==> config.mk <==
export PLATFORM = sky130hd
export DESIGN_NAME = segx_div
export DESIGN_NICKNAME = d
export VERILOG_FILES = /design/src/segx_pkg.sv /design/src/segx_div.sv
export SDC_FILE = /design/constraint.sdc
export NUM_CORES = 2
export LEC_CHECK = 0
export ABC_CLOCK_PERIOD_IN_PS = 8600
export BUFFER_PORTS_ARGS = -buffer_cell sky130_fd_sc_hd__buf_4
export CAP_MARGIN = 5
export CORE_UTILIZATION = 66
export DETAILED_ROUTE_END_ITERATION = 7
export PLACE_DENSITY = 0.89
export SLEW_MARGIN = 20
export SYNTH_ARGS = -nofsm -noshare
export SYNTH_HDL_FRONTEND = slang
export SYNTH_SLANG_ARGS = --single-unit
==> constraint.sdc <==
create_clock -name i_clk -period 8.6 [get_ports i_clk]
set_input_delay 0.43 -clock i_clk [delete_from_list [all_inputs] [get_ports i_clk]]
set_output_delay 0.43 -clock i_clk [all_outputs]
set_load 0.05 [all_outputs]
==> src/segx_pkg.sv <==
// Shared types for the segment intersection pipeline.
package segx_pkg;

    // Stage control that the top level hands to the divider pipeline.
    typedef struct packed {
        logic en;   // advance every stage by one word
    } t_pipe_ctl;

endpackage

==> src/segx_div.sv <==
// Pipelined restoring divider: one quotient bit per register stage.
module segx_div #(
    parameter int LOW_W     = 16,
    parameter int FRAC_BITS = 16,
    parameter int DEN_W     = 32,
    parameter int NUM_W     = DEN_W + LOW_W
) (
    input  logic                       i_clk,
    input  segx_pkg::t_pipe_ctl        i_ctl,
    input  logic [NUM_W-1:0]           i_num,
    input  logic [DEN_W-1:0]           i_den,
    output logic [LOW_W+FRAC_BITS-1:0] o_quot,
    output logic                       o_rem_nz
);

    localparam int S = LOW_W + FRAC_BITS;

    logic [DEN_W-1:0] r_rem [0:S-1];
    logic [DEN_W-1:0] r_den [0:S-1];
    logic [S-1:0]     r_low [0:S-1];
    logic [S-1:0]     r_q   [0:S-1];

    genvar k;
    for (k = 0; k < S; k++) begin : g_st
        logic [DEN_W-1:0] rem_in;
        logic [DEN_W-1:0] den_in;
        logic [S-1:0]     low_in;
        logic [S-1:0]     q_in;
        logic [DEN_W:0]   cand;
        logic [DEN_W:0]   diff;
        logic             take;

        if (k == 0) begin : g_first
            // High part of the dividend is already below the divisor.
            assign rem_in = i_num[NUM_W-1:LOW_W];
            assign den_in = i_den;
            assign low_in = S'(i_num[LOW_W-1:0]) << FRAC_BITS;
            assign q_in   = '0;
        end else begin : g_next
            assign rem_in = r_rem[k-1];
            assign den_in = r_den[k-1];
            assign low_in = r_low[k-1];
            assign q_in   = r_q[k-1];
        end

        assign cand = {rem_in, low_in[S-1]};
        assign diff = cand - {1'b0, den_in};
        assign take = cand >= {1'b0, den_in};

        always_ff @(posedge i_clk) begin
            if (i_ctl.en) begin
                r_rem[k] <= take ? diff[DEN_W-1:0] : cand[DEN_W-1:0];
                r_den[k] <= den_in;
                r_low[k] <= low_in << 1;
                r_q[k]   <= {q_in[S-2:0], take};
            end
        end
    end

    assign o_quot   = r_q[S-1];
    assign o_rem_nz = |r_rem[S-1];

endmodule

Yosys cells after proc, flatten, opt, wreduce, memory -nomap -nowiden
Memories as Yosys holds them, arrays and structs flattened.
Index checks and enable logic that the tools add are counted.
W data, S select, Z words.

word-level totals
  input bits = 82
  register bits after elaboration = 0
  memories = 4
  bits in writable memories = 4064
  output and inout bits = 33

cells by class
  mux-type cells = 34
  reduce and logical (&&, ||, !) cells = 1
  magnitude comparators = 32
  add/subtract/negate cells = 32

memories
  memory  words  width  rd ports  clocked after Yosys merged registers in  write ports  RTL line        RTL
  r_den   32     32     31        0                                        32           segx_div.sv:19  logic [DEN_W-1:0] r_den [0:S-1];
  r_q     32     32     32        0                                        32           segx_div.sv:21  logic [S-1:0] r_q [0:S-1];
  r_rem   32     32     32        0                                        32           segx_div.sv:18  logic [DEN_W-1:0] r_rem [0:S-1];
  r_low   32     31     31        0                                        32           segx_div.sv:20  logic [S-1:0] r_low [0:S-1];

operators by type and width
  kind               number
  $ge A33 B32 Y1     32
  $mux W32           32
  $sub A32 B32 Y32   32
  $reduce_or A32 Y1  1
  $mux W1            2

Logic depth before layout (Yosys ltp)
An unclocked memory read counts as a cell.

  depth after elaboration = 3
  gate-level depth with buffers = 15
  depth with buffers taken out = 13

Worst setup path before layout
OpenSTA, ideal clock, no wires.

  kind = register to register
  start = memory r_rem[12][9] (netlist: r_rem[1][137])
  end = memory r_rem[13][4] (netlist: r_rem[1][164]), data pin
  arrival = 3.389 ns
  setup slack = 4.950 ns
  stages on the path, launching flop included = 15
  path through = edfxtp_1 ha_1 buf_6 a21oi_4 o21ai_2 a221oi_2 o31ai_1 o31a_1 a211o_1 o31a_4 a221o_1 a211o_1 buf_6 buf_12 mux2_4

RTL lines
  what             RTL line
  start, declared  segx_div.sv:18

==> flow_metrics.tcl <==
set metrics [dict create \
    outcome "completed" \
    syn2layout_area_growth_pct 9.873 \
    synth_nets 14230 \
    slew_headroom 0.2256 \
    netlist_area_um2 147000 \
    viasPerCell 6.299 \
    place.gp.congestion 0.9852 \
    dp_hpwl_um 265200 \
    dr_total_vias 103900 \
    critPathLaunchType "flip-flop" \
    setup.worst_path.start "r_rem[1][0]" \
    die_height_um 473.9 \
    synth_edf_count 2664 \
    yosysTopAreaCellShare 0.5443 \
    grt_use_met1 0.4134 \
    drive_above_1_share 0.05970 \
    synth_top_area_cell "edfxtp_1" \
    grt_pass1_wl_um 566600 \
    num-nets-final 14440 \
    cts.path.max_buffers 4 \
    ys_ff_latch 2664 \
    postCtsSetupBuffers 0 \
    synthDistinctLibCells 96 \
    p_per_area_nw_per_um2 395.2 \
    drt-initial-drc-count 10370 \
    cts_buffers 299 \
    grt_pass1_vias 101300 \
    drc 0 \
    cp_max_fo 56 \
    hold_class "in -> reg" \
    hold_viol 0 \
    synthArstFlopShare 0 \
    worst_pin_slew_ns 1.162 \
    die_x_um 473.9 \
    rsz0062_at_grt "false" \
    fin_area_um2 161500 \
    start_util 0.6663 \
    core_area_um2 220600 \
    p_leak_uw 0.06571 \
    r2r_slack_ns 4.08 \
    io_pins 115 \
    drt-total-wl_um 366900 \
    critPathKind "reg -> reg" \
    final_cells 16490 \
    final-max-slew-violation-count 0 \
    critPathCapture "r_rem[1][35]" \
    endpoint_kind "flip-flop" \
    hp-start "i_num[3]" \
    grt_overflow 0 \
    peakVddDrop_v 0.0002690 \
    ys_seq_area_frac 0.5443 \
    grt_max_degree 181 \
    cap_violations 0 \
    ant_nets 0 \
    cts_tree "built" \
    antenna_found_initial 12 \
    grt-busiest-layer "met2" \
    synth_ff_type "edfxtp_1" \
    r2r_cells 11 \
    syn_area_per_cell_um2 11.23 \
    rows 172 \
    worstPathArrival_ns 5.19 \
    cts_num_sinks 2664 \
    grtUsageMet3 0.04231 \
    final_core_util 0.7321 \
    firstDrtPassIters 8 \
    fp.dieArea_um2 224600 \
    cts_resized 0 \
    clock_latency_ns 0.96 \
    dpl_cell_area_um2 151100 \
    cp.required_ns 9.28 \
    yosysWarnings 0 \
    clkTransAtPathRegs_ns 0.06 \
    timing.rr.start "r_rem[1][0]" \
    setup_viol 0 \
    fin_crit_ns 4.520 \
    wl_per_cell_um 22.25 \
    min_period_over_period 0.5255 \
    clock.fmax_ghz 0.2213 \
    grt.total_usage 0.3224 \
    cts-htree-levels 5 \
    root_buffer "clkbuf_16" \
    synthCells 13090 \
    synthTopCellsByArea "edfxtp_1, ha_1, a21oi_1, inv_1, xnor2_1" \
    setup_tns_ns 0 \
    use_met2 0.5485 \
    port_buffers 114 \
    dp_cells 15880 \
    reg2reg_to "r_rem[1][35]" \
    finClkSkew_ns 0.08318 \
]
## power by group
| part | switching (uW) | internal [uW] | total, uW |
|---|---|---|---|
| logic | 17400 | 12000 | 29400 |
| clock network | 5210 | 7470 | 12700 |
| registers | 2450 | 19300 | 21800 |
## layer usage
metal	routed length (um)	vias up
li1	-	48450
met2	178900	4421
met4	17740	4
met1	146500	49910
met5	22	-
met3	23670	1077
## sequential cells by signal (all words and copies together) (netlist names)
register	count
r_q	528
r_den	992
r_low	120
r_rem	1024
## layout by cell type (no fill, tap or decap), types with 89 or more instances in the layout
cell       instances
xnor2_1          460
ha_1            1024
and3_1            89
nand4_1          175
nand2_1          969
a21oi_1         1114
nand2b_1         130
nand3_1          210
o21ai_1          275
nor3_1           153
a31oi_1          107
a21o_1           495
edfxtp_1        2664
clkbuf_16        307
nor2_1           818
o21bai_1         144
o21a_1           168
inv_1           1304
nor2b_1          147
mux2_1           200
o21ai_0          628
buf_4            157
xor2_1           369
## critical path, stage by stage (launching register included)
cell and delay, ns:
edfxtp_1 0.42, ha_1 0.32, nor2b_1 0.15, o2111ai_1 0.24, nand4_1 0.20, a311oi_1 0.56
o21ai_1 0.29, a21oi_1 0.44, a31oi_1 0.25, a211oi_4 0.40, buf_4 0.56, mux2_2 0.40
## cells in the mapped netlist, types with 211 or more instances
master / instances
edfxtp_1: 2664
inv_1: 1304
a21oi_1: 1118
ha_1: 1024
nand2_1: 970
nor2_1: 818
o21ai_0: 628
a21o_1: 495
xnor2_1: 460
xor2_1: 369
clkbuf_1: 300
o21ai_1: 279
nand3_1: 211
## cell families (layout without fill, tap and decap cells)
kind of cell	after synthesis	after routing	synth area share
compound gates	3569	3569	0.1510
xor+xnor	829	829	0.04940
fa+ha+maj	1056	1056	0.09153
buf+inv	1648	2075	0.04270
flops	2664	2664	0.5443
mux	335	335	0.02603
other cells	0	14	0
simple gates	2990	2990	0.09508
## final cells by class
| cell class | count | area [um2] |
|---|---|---|
| clock inverter | 170 | 1728 |
| multi-input combinational | 8779 | 61030 |
| timing repair buffer | 251 | 2267 |
| inverter | 1311 | 4921 |
| tap | 2958 | 3701 |
| sequential | 2664 | 80000 |
| fill | 14730 | 59090 |
| clock buffer | 343 | 7818 |
| antenna | 14 | 35.03 |
## per-stage QoR
step	setup WS (ns)	hold WS (ns)	total power (uW)
3_3_place_gp	4.241	0.4006	49500
5_1_grt	3.867	0.1693	67530
4_1_cts	4.203	0.1520	63490
6_report	4.080	0.2033	63820
2_1_floorplan	4.950	0.4003	42520
3_5_place_dp	4.211	0.4045	50400
## how the worst min path moves through the flow
stage	endpoint	slack (ns)	cells after the start
floorplan	r_low[0][112]	0.40	0
global placement	r_q[1][81]	0.40	0
detailed placement	r_low[0][117]	0.40	0
CTS	r_low[0][26]	0.15	2
global route	r_low[0][26]	0.17	2
finish	r_low[0][19]	0.20	2
## timing repair
action,in CTS,in global routing
endpoints found under the setup margin,0,0
endpoints found under the hold margin,94,0
hold buffers,80,0
Power figures use the tool's default switching activity.
